**src/hw/rtl/esfd_pkg.sv**
```systemverilog
package esfd_pkg;

  // Configuration register indexes
  localparam int unsigned CFG_INDEX_W = 8;
  localparam logic [CFG_INDEX_W-1:0] REG_CHATTER_HEADER = 8'd0;
  localparam logic [CFG_INDEX_W-1:0] REG_LENGTH_OFFSET  = 8'd1;

  localparam logic [7:0] CHATTER_HEADER_RST = 8'd240;
  localparam logic [7:0] LENGTH_OFFSET_RST  = 8'd85;

  // Largest payload a frame can carry
  localparam logic [7:0] MAX_PAYLOAD = 8'd170;

  // Fixed header bytes
  localparam logic [7:0] HDR_PRIMARY = 8'h80;
  localparam logic [7:0] HDR_ALT_A   = 8'h90;
  localparam logic [7:0] HDR_ALT_B   = 8'h0a;

  // Classification constants
  localparam logic [7:0] CRC_IDLE   = 8'h2a;
  localparam logic [7:0] CRC_M1_REQ = 8'h29;
  localparam logic [8:0] LEN_SHORT  = 9'd4;
  localparam logic [8:0] LEN_M1_DAT = 9'd67;
  localparam logic [8:0] LEN_M3_REQ = 9'd10;
  localparam logic [8:0] LEN_M3_DAT = 9'd7;
  localparam logic [8:0] LEN_M4_REQ = 9'd14;
  localparam logic [7:0] MODE_1     = 8'h01;
  localparam logic [7:0] MODE_3     = 8'h03;
  localparam logic [7:0] MODE_4     = 8'h04;
  localparam logic [7:0] MODE_10    = 8'h0a;

  // Deframer phases
  localparam logic [1:0] PH_HEADER  = 2'd0;
  localparam logic [1:0] PH_LENGTH  = 2'd1;
  localparam logic [1:0] PH_PAYLOAD = 2'd2;
  localparam logic [1:0] PH_CHECK   = 2'd3;

  // Byte kinds
  localparam logic [2:0] KIND_DROP    = 3'd0;
  localparam logic [2:0] KIND_HEADER  = 3'd1;
  localparam logic [2:0] KIND_LENGTH  = 3'd2;
  localparam logic [2:0] KIND_PAYLOAD = 3'd3;
  localparam logic [2:0] KIND_CHECK   = 3'd4;

  // Frame classes
  localparam logic [3:0] CLS_NONE    = 4'd0;
  localparam logic [3:0] CLS_IDLE    = 4'd1;
  localparam logic [3:0] CLS_M1_REQ  = 4'd2;
  localparam logic [3:0] CLS_M1_DAT  = 4'd3;
  localparam logic [3:0] CLS_M3_REQ  = 4'd4;
  localparam logic [3:0] CLS_M3_DAT  = 4'd5;
  localparam logic [3:0] CLS_M4_REQ  = 4'd6;
  localparam logic [3:0] CLS_M4_DAT  = 4'd7;
  localparam logic [3:0] CLS_M10_REQ = 4'd8;

  // Pick the first matching class for a finished frame
  function automatic logic [3:0] classify(input logic [8:0] total, input logic [7:0] hdr,
                                          input logic [7:0] mode, input logic [7:0] crc);
    logic [3:0] cls;
    cls = CLS_NONE;
    if (hdr == HDR_PRIMARY && total == LEN_SHORT && crc == CRC_IDLE) cls = CLS_IDLE;
    else if (total == LEN_SHORT && mode == MODE_1 && crc == CRC_M1_REQ) cls = CLS_M1_REQ;
    else if (total == LEN_M1_DAT && mode == MODE_1) cls = CLS_M1_DAT;
    else if (total == LEN_M3_REQ && mode == MODE_3) cls = CLS_M3_REQ;
    else if (total == LEN_M3_DAT && mode == MODE_3) cls = CLS_M3_DAT;
    else if (total == LEN_M4_REQ && mode == MODE_4) cls = CLS_M4_REQ;
    else if (total == LEN_SHORT && mode == MODE_4) cls = CLS_M4_DAT;
    else if (total == LEN_SHORT && mode == MODE_10) cls = CLS_M10_REQ;
    return cls;
  endfunction

endpackage

```
**src/hw/rtl/esfd_if.sv**
```systemverilog
// Received byte channel
interface esfd_rx_if;
  logic       valid;
  logic       ready;
  logic [7:0] rx_byte;

  modport source (output valid, output rx_byte, input ready);
  modport sink (input valid, input rx_byte, output ready);
endinterface

// Framed byte result channel
interface esfd_res_if;
  logic       valid;
  logic       ready;
  logic [7:0] byte_out;
  logic [2:0] byte_kind;
  logic [7:0] payload_index;
  logic [7:0] payload_length;
  logic       frame_done;
  logic       checksum_ok;
  logic [3:0] frame_class;
  logic [7:0] mode_byte;

  modport source (output valid, output byte_out, output byte_kind, output payload_index,
                  output payload_length, output frame_done, output checksum_ok,
                  output frame_class, output mode_byte, input ready);
  modport sink (input valid, input byte_out, input byte_kind, input payload_index,
                input payload_length, input frame_done, input checksum_ok,
                input frame_class, input mode_byte, output ready);
endinterface

// Configuration write channel
interface esfd_cfg_if;
  logic                              valid;
  logic                              ready;
  logic [esfd_pkg::CFG_INDEX_W-1:0]  index;
  logic [7:0]                        data;

  modport source (output valid, output index, output data, input ready);
  modport sink (input valid, input index, input data, output ready);
endinterface

```
**src/hw/rtl/ecu_serial_frame_deframer_unit.sv**
```systemverilog
// Channel  Dir  Beat payload
// -------  ---  ---------------------------------------------------------------
// rx       in   rx_byte
// res      out  byte_out, byte_kind, payload_index, payload_length,
//               frame_done, checksum_ok, frame_class, mode_byte
// cfg      in   index, data (0 chatter_header, 1 length_offset)
//
// Every rx beat yields exactly one res beat through the result register; one byte per cycle while res is not stalled.
// The rate is set by the single result register: rx is ready whenever it is
// empty or being drained in the same cycle.
// rst is synchronous, active high: returns to first-header hunting, registers to
// their reset values. cfg is always ready.
module ecu_serial_frame_deframer_unit (
  input  logic            clk,
  input  logic            rst,
  esfd_rx_if.sink         rx,
  esfd_res_if.source      res,
  esfd_cfg_if.sink        cfg
);

  logic [7:0] chatter_header;
  logic [7:0] length_offset;

  logic [1:0] phase, phase_next;
  logic       hunting_first, hunting_first_next;
  logic [7:0] payload_len, payload_len_next;
  logic [7:0] payload_count, payload_count_next;
  logic [7:0] running_sum, running_sum_next;
  logic [7:0] header_seen, header_seen_next;
  logic [7:0] mode_seen, mode_seen_next;

  logic       res_valid;
  logic       take;
  logic       hdr_ok;
  logic [7:0] len_n;
  logic [7:0] count_inc;
  logic [2:0] kind_next;
  logic [7:0] pidx_next;
  logic [7:0] plen_next;
  logic       done_next;
  logic       ok_next;
  logic [3:0] cls_next;

  // Accept while the result register is free or draining
  assign rx.ready  = !res_valid || res.ready;
  assign take      = rx.valid && rx.ready;
  assign cfg.ready = 1'b1;
  assign res.valid = res_valid;

  // Configuration writes
  always_ff @(posedge clk) begin
    if (rst) begin
      chatter_header <= esfd_pkg::CHATTER_HEADER_RST;
      length_offset  <= esfd_pkg::LENGTH_OFFSET_RST;
    end else if (cfg.valid) begin
      if (cfg.index == esfd_pkg::REG_CHATTER_HEADER) chatter_header <= cfg.data;
      else if (cfg.index == esfd_pkg::REG_LENGTH_OFFSET) length_offset <= cfg.data;
    end
  end

  // Header match and clamped payload length
  always_comb begin
    hdr_ok = (rx.rx_byte == esfd_pkg::HDR_PRIMARY) || (rx.rx_byte == chatter_header) ||
             (!hunting_first && (rx.rx_byte == esfd_pkg::HDR_ALT_A ||
                                 rx.rx_byte == esfd_pkg::HDR_ALT_B));
    if (rx.rx_byte > length_offset) len_n = rx.rx_byte - length_offset;
    else len_n = 8'd0;
    if (len_n > esfd_pkg::MAX_PAYLOAD) len_n = esfd_pkg::MAX_PAYLOAD;
    count_inc = payload_count + 8'd1;
  end

  // Framing step for one byte
  always_comb begin
    phase_next         = phase;
    hunting_first_next = hunting_first;
    payload_len_next   = payload_len;
    payload_count_next = payload_count;
    running_sum_next   = running_sum;
    header_seen_next   = header_seen;
    mode_seen_next     = mode_seen;
    kind_next          = esfd_pkg::KIND_DROP;
    pidx_next          = 8'd0;
    plen_next          = 8'd0;
    done_next          = 1'b0;
    ok_next            = 1'b0;
    cls_next           = esfd_pkg::CLS_NONE;
    case (phase)
      esfd_pkg::PH_HEADER: begin
        if (hdr_ok) begin
          hunting_first_next = 1'b0;
          header_seen_next   = rx.rx_byte;
          running_sum_next   = rx.rx_byte;
          mode_seen_next     = 8'd0;
          payload_len_next   = 8'd0;
          payload_count_next = 8'd0;
          phase_next         = esfd_pkg::PH_LENGTH;
          kind_next          = esfd_pkg::KIND_HEADER;
        end
      end
      esfd_pkg::PH_LENGTH: begin
        payload_len_next   = len_n;
        payload_count_next = 8'd0;
        running_sum_next   = running_sum + rx.rx_byte;
        phase_next         = (len_n == 8'd0) ? esfd_pkg::PH_CHECK : esfd_pkg::PH_PAYLOAD;
        kind_next          = esfd_pkg::KIND_LENGTH;
        plen_next          = len_n;
      end
      esfd_pkg::PH_PAYLOAD: begin
        if (payload_count == 8'd0) mode_seen_next = rx.rx_byte;
        pidx_next          = payload_count;
        running_sum_next   = running_sum + rx.rx_byte;
        payload_count_next = count_inc;
        if (count_inc >= payload_len) phase_next = esfd_pkg::PH_CHECK;
        kind_next          = esfd_pkg::KIND_PAYLOAD;
        plen_next          = payload_len;
      end
      default: begin
        if (payload_len == 8'd0) mode_seen_next = rx.rx_byte;
        running_sum_next   = running_sum + rx.rx_byte;
        ok_next            = (running_sum_next == 8'd0);
        cls_next           = esfd_pkg::classify({1'b0, payload_len} + 9'd3, header_seen,
                                                mode_seen_next, rx.rx_byte);
        if (!ok_next) hunting_first_next = 1'b1;
        kind_next          = esfd_pkg::KIND_CHECK;
        done_next          = 1'b1;
        plen_next          = payload_len;
        phase_next         = esfd_pkg::PH_HEADER;
        payload_len_next   = 8'd0;
        payload_count_next = 8'd0;
      end
    endcase
  end

  // Advance frame state on each accepted beat
  always_ff @(posedge clk) begin
    if (rst) begin
      phase         <= esfd_pkg::PH_HEADER;
      hunting_first <= 1'b1;
      payload_len   <= 8'd0;
      payload_count <= 8'd0;
      running_sum   <= 8'd0;
      header_seen   <= 8'd0;
      mode_seen     <= 8'd0;
    end else if (take) begin
      phase         <= phase_next;
      hunting_first <= hunting_first_next;
      payload_len   <= payload_len_next;
      payload_count <= payload_count_next;
      running_sum   <= running_sum_next;
      header_seen   <= header_seen_next;
      mode_seen     <= mode_seen_next;
    end
  end

  // Result register: hold while stalled
  always_ff @(posedge clk) begin
    if (rst) res_valid <= 1'b0;
    else if (take) res_valid <= 1'b1;
    else if (res.ready) res_valid <= 1'b0;
  end

  always_ff @(posedge clk) begin
    if (take) begin
      res.byte_out       <= rx.rx_byte;
      res.byte_kind      <= kind_next;
      res.payload_index  <= pidx_next;
      res.payload_length <= plen_next;
      res.frame_done     <= done_next;
      res.checksum_ok    <= ok_next;
      res.frame_class    <= cls_next;
      res.mode_byte      <= (kind_next == esfd_pkg::KIND_DROP ||
                             kind_next == esfd_pkg::KIND_HEADER) ? 8'd0 : mode_seen_next;
    end
  end

  a_done_on_check: assert property (@(posedge clk) disable iff (rst)
    res_valid && res.frame_done |-> res.byte_kind == esfd_pkg::KIND_CHECK)
    else $error("frame_done on a byte that is not a checksum");

  a_ok_needs_done: assert property (@(posedge clk) disable iff (rst)
    res_valid && res.checksum_ok |-> res.frame_done)
    else $error("checksum_ok outside a frame end");

  a_payload_nonempty: assert property (@(posedge clk) disable iff (rst)
    phase == esfd_pkg::PH_PAYLOAD |-> payload_len != 8'd0 && payload_count < payload_len)
    else $error("payload phase with count past length");

  a_check_returns: assert property (@(posedge clk) disable iff (rst)
    take && phase == esfd_pkg::PH_CHECK |=> phase == esfd_pkg::PH_HEADER)
    else $error("checksum byte did not return to header phase");

  a_bad_sum_hunts: assert property (@(posedge clk) disable iff (rst)
    take && phase == esfd_pkg::PH_CHECK && !ok_next |=> hunting_first)
    else $error("bad checksum did not restart first-header hunting");

endmodule

```
**src/flat_wrapper.sv**
```systemverilog
// flat-port wrapper written by rule: the top's interface ports become plain ports
module ecu_serial_frame_deframer_unit_flat 
  (clk, rst, rx_valid, rx_rx_byte, rx_ready, res_valid, res_byte_out, res_byte_kind, res_payload_index, res_payload_length, res_frame_done, res_checksum_ok, res_frame_class, res_mode_byte, res_ready, cfg_valid, cfg_index, cfg_data, cfg_ready);
  esfd_rx_if rx_i ();
  esfd_res_if res_i ();
  esfd_cfg_if cfg_i ();
  input  logic clk;
  input  logic rst;
  input wire logic [$bits(rx_i.valid)-1:0] rx_valid;
  input wire logic [$bits(rx_i.rx_byte)-1:0] rx_rx_byte;
  output wire logic [$bits(rx_i.ready)-1:0] rx_ready;
  output wire logic [$bits(res_i.valid)-1:0] res_valid;
  output wire logic [$bits(res_i.byte_out)-1:0] res_byte_out;
  output wire logic [$bits(res_i.byte_kind)-1:0] res_byte_kind;
  output wire logic [$bits(res_i.payload_index)-1:0] res_payload_index;
  output wire logic [$bits(res_i.payload_length)-1:0] res_payload_length;
  output wire logic [$bits(res_i.frame_done)-1:0] res_frame_done;
  output wire logic [$bits(res_i.checksum_ok)-1:0] res_checksum_ok;
  output wire logic [$bits(res_i.frame_class)-1:0] res_frame_class;
  output wire logic [$bits(res_i.mode_byte)-1:0] res_mode_byte;
  input wire logic [$bits(res_i.ready)-1:0] res_ready;
  input wire logic [$bits(cfg_i.valid)-1:0] cfg_valid;
  input wire logic [$bits(cfg_i.index)-1:0] cfg_index;
  input wire logic [$bits(cfg_i.data)-1:0] cfg_data;
  output wire logic [$bits(cfg_i.ready)-1:0] cfg_ready;
  assign rx_i.valid = rx_valid;
  assign rx_i.rx_byte = rx_rx_byte;
  assign rx_ready = rx_i.ready;
  assign res_valid = res_i.valid;
  assign res_byte_out = res_i.byte_out;
  assign res_byte_kind = res_i.byte_kind;
  assign res_payload_index = res_i.payload_index;
  assign res_payload_length = res_i.payload_length;
  assign res_frame_done = res_i.frame_done;
  assign res_checksum_ok = res_i.checksum_ok;
  assign res_frame_class = res_i.frame_class;
  assign res_mode_byte = res_i.mode_byte;
  assign res_i.ready = res_ready;
  assign cfg_i.valid = cfg_valid;
  assign cfg_i.index = cfg_index;
  assign cfg_i.data = cfg_data;
  assign cfg_ready = cfg_i.ready;
  ecu_serial_frame_deframer_unit u_core (.clk(clk), .rst(rst), .rx(rx_i), .res(res_i), .cfg(cfg_i));
endmodule
```
**config.mk**
```make
export PLATFORM = sky130hd
export DESIGN_NAME = ecu_serial_frame_deframer_unit_flat
export DESIGN_NICKNAME = d
export VERILOG_FILES = /design/src/hw/rtl/esfd_pkg.sv /design/src/hw/rtl/esfd_if.sv /design/src/hw/rtl/ecu_serial_frame_deframer_unit.sv /design/src/flat_wrapper.sv
export SDC_FILE = /design/constraint.sdc
export NUM_CORES = 1
export LEC_CHECK = 0
export BUFFER_PORTS_ARGS = -buffer_cell sky130_fd_sc_hd__buf_2
export CORE_MARGIN = 2
export CORE_UTILIZATION = 30
export CTS_CLUSTER_DIAMETER = 200
export CTS_CLUSTER_SIZE = 25
export DETAILED_ROUTE_END_ITERATION = 6
export PLACE_DENSITY = 0.5
export SKIP_CTS_REPAIR_TIMING = 1
export SLEW_MARGIN = 20
export SYNTH_ARGS = -nofsm -noshare
export SYNTH_HDL_FRONTEND = slang
export SYNTH_SLANG_ARGS = --single-unit
```
**constraint.sdc**
```tcl
create_clock -name clk -period 5 [get_ports clk]
set_input_delay 0.75 -clock clk [delete_from_list [all_inputs] [get_ports clk]]
set_output_delay 0.75 -clock clk [all_outputs]
set_load 0.005 [all_outputs]
```
==> results.json <==
{
  "yosys_warnings": 0,
  "area_delta_synth_final_pct": 15.43,
  "worst_clock_skew_ns": 0.008333,
  "cts.sinks": 100,
  "rsz0062_at_grt": "false",
  "fin_nets": 687,
  "multi_input_area_um2": 2815,
  "worstReg2RegEnd": "u_core.res.payload_length[4]$_DFFE_PP_",
  "start_kind": "input pin",
  "critPathMaxStageDelay_ns": 0.43,
  "setup_ws_ns": 1.803,
  "grt_pass1_vias": 4471,
  "worst_slew_pin_slew_ns": 1.052,
  "dr.pass1.iters": 5,
  "grt_pass1_wl_mm": 24.09,
  "synth_nets": 633,
  "post_drt_wl_per_cell_um": 17.44,
  "diodes": 0,
  "ant_nets": 0,
  "syn_area_per_cell_um2": 9.553,
  "slew_viol_final": 0,
  "grt_max_degree": 45,
  "dpl_worst_slack_ns": 1.444,
  "finalCriticalPeriod_ns": 3.197,
  "tns_ns": 0,
  "drt_iter0_drc": 340,
  "period_share_pct": 63.94,
  "path_buf_inv": 3,
  "htree_levels": 3,
  "die_height_um": 139.1,
  "place_congestion": 0.8628,
  "dp.final_hpwl_mm": 11.01,
  "core_area_um2": 17960,
  "die_x_um": 139.1,
  "fillers": 1852,
  "synth_edf_count": 40,
  "portBuffers": 71,
  "root_buffer": "clkbuf_16",
  "clock_latency_ns": 0.36,
  "synth_cell_types": 69,
  "vias": 4523,
  "grt.overflow.total": 0,
  "crit_arrival_ns": 3.32,
  "crit_family": "compound AO/OA/AOI/OAI gates",
  "path_cells": "buf_2 > inv_1 > ha_1 > inv_1 > fa_1 > a21o_1 > a221oi_1 > xnor2_1 > o21bai_1 > nand2_1 > a32o_1",
  "r2r_start": "u_core.length_offset[0]$_SDFFE_PP1P_",
  "grt_use_total_pct": 15.86,
  "final_common_cell": "buf_2",
  "syn-cell-area_um2": 5474,
  "drc": 0,
  "cts_buffer_depth": 2,
  "path_clk_slew_ns": 0.07,
  "drive_above_1_share_pct": 15.82,
  "avgViaCountPerCell": 5.253,
  "num_io_pins": 73,
  "outcome": "finished, final reports clean",
  "worstSetupPathType": "input pin to flip-flop",
  "initial_core_util_pct": 30.47,
  "power_leakage_nw": 2.611,
  "rows": 49,
  "maxSlewHeadroom_pct": 29.47,
  "antenna_found_initial": 0,
  "maxCapViolCount": 0,
  "path_max_fanout": 12,
  "hold_viol": 0,
  "ys_ff_latch": 100,
  "routed_wl_mm": 15.01,
  "die-area_um2": 19340,
  "regArea_um2": 2402,
  "async_reset_ff_share_pct": 0,
  "ys_seq_area_share_pct": 43.89,
  "fmax_ghz": 0.3128,
  "syn_inst": 573,
  "hold_path.startpoint": "u_core.length_offset[2]$_SDFFE_PP1P_",
  "min_path_cells": 2,
  "crit_path_end_kind": "flip-flop",
  "cpMaxStageDelayCell": "fa_1",
  "final-setup-viol-count": 0,
  "cts_tree": "done",
  "ir_worst_vdd_mv": 0.1614,
  "rr_worst_depth": 9,
  "hold-path-endpoint": "u_core.length_offset[2]$_SDFFE_PP1P_",
  "min_path_type": "flip-flop to flip-flop",
  "yosys_most_used_dff": "dfxtp_1",
  "cp.required_ns": 5.12,
  "layout_common_cells": "71 x buf_2, 60 x dfxtp_1, 53 x nor2_1",
  "rrSetupSlack_ns": 2.12,
  "pwr_density_cell_nw_per_um2": 280.0,
  "numCtsBuffers": 9,
  "crit_top_cell": "inv_1"
}
-- Yosys cell counts, types with 7 or more instances --
library cell   n  area share, %
and2_1         9            1.0
nand4_1        7           0.80
nor3_1        12            1.1
ha_1          29            6.6
xor2_1        10            1.6
nand2_1       42            2.9
o21ai_0       20            1.8
xnor2_1       18            2.9
nand2b_1      10            1.1
edfxtp_1      40             22
nand3_1       19            1.7
a21oi_1       31            2.8
nor4_1        14            1.6
a22o_1        18            2.9
dfxtp_1       60             22
clkbuf_1      25            1.7
mux2i_1       31            5.7
a211oi_1       8            1.1
nor2_1        53            3.6
inv_1         30            2.1
-- kinds of logic (layout without fill, tap and decap cells) --
family                   Yosys count  after routing  share of synthesized area, %
AND/OR/NAND/NOR                  199            199                         18.51
AO/OA/AOI/OAI                    120            120                         15.34
flip-flops                       100            100                         43.89
buffers and inverters             63            122                         4.686
adder cells (fa/ha/maj)           31             31                         7.360
multiplexers                      31             31                         5.669
XOR/XNOR                          28             28                         4.480
other                              1              1                       0.06851
-- cell type report --
type | instances | share of cell area, %
multi-input combinational | 410 | 44.55
tap | 229 | 4.535
sequential | 100 | 38.02
inverter | 31 | 1.842
timing repair buffer | 75 | 6.099
clock buffer | 11 | 4.020
clock inverter | 5 | 0.9307
-- per-layer routing --
layer  GRT usage [%]  wire [µm]  vias up
met5               0          0        -
met4           5.051        255        0
met3           4.247        835       21
met2           24.92       6793      132
met1           21.31       7129     2175
li1                -          -     2195
-- report_power, final --
group | internal, mW | leakage (nW) | switching, mW
Sequential | 0.867 | 0.884 | 0.00577
Clock | 0.419 | 0.147 | 0.307
Combinational | 0.0591 | 1.58 | 0.112
-- worst register-to-register path: cells and delay by family, from the launching register on --
kind	cells	cell delay (ns)
compound gates	4	1.14
xor+xnor	1	0.27
fa+ha+maj	2	0.61
buf+inv	1	0.05
flops	1	0.36
simple gates	1	0.20
-- registers in the layout, indices dropped and copies added (netlist names), 4 cells and up --
name / count
u_core.res.mode_byte: 8
u_core.res.frame_class: 4
u_core.res.payload_index: 8
u_core.res.byte_out: 8
u_core.payload_count: 8
u_core.payload_len: 8
u_core.chatter_header: 8
u_core.header_seen: 8
u_core.res.payload_length: 8
u_core.running_sum: 8
u_core.length_offset: 8
u_core.mode_seen: 8
-- through the flow --
stage | instances | hold WS, ns | power, mW | utilization [%] | area, µm²
2_1_floorplan | 573 | 0.4446 | 0.9937 | - | 5474
3_3_place_gp | 845 | 0.4769 | 1.059 | 33.43 | 6006
3_5_place_dp | 845 | 0.4816 | 1.061 | 33.43 | 6006
4_1_cts | 861 | 0.4995 | 1.792 | 35.17 | 6319
5_1_grt | 861 | 0.5174 | 1.845 | 35.17 | 6319
6_report | 861 | 0.4908 | 1.769 | 35.17 | 6319
-- worst max path at each step --
| stage | startpoint | to | cells past startpoint |
|---|---|---|---|
| 2_1_floorplan | rx_rx_byte[0] | u_core.res.payload_length[4]$_DFFE_PP_ | 11 |
| 3_3_place_gp | rx_rx_byte[0] | u_core.res.payload_length[4]$_DFFE_PP_ | 11 |
| 3_5_place_dp | rx_rx_byte[0] | u_core.res.payload_length[1]$_DFFE_PP_ | 12 |
| 4_1_cts | rx_rx_byte[0] | u_core.res.payload_length[1]$_DFFE_PP_ | 12 |
| 5_1_grt | rx_rx_byte[0] | u_core.res.payload_length[1]$_DFFE_PP_ | 12 |
| 6_report | rx_rx_byte[0] | u_core.res.payload_length[4]$_DFFE_PP_ | 11 |
(Power assumes the default switching activity.)
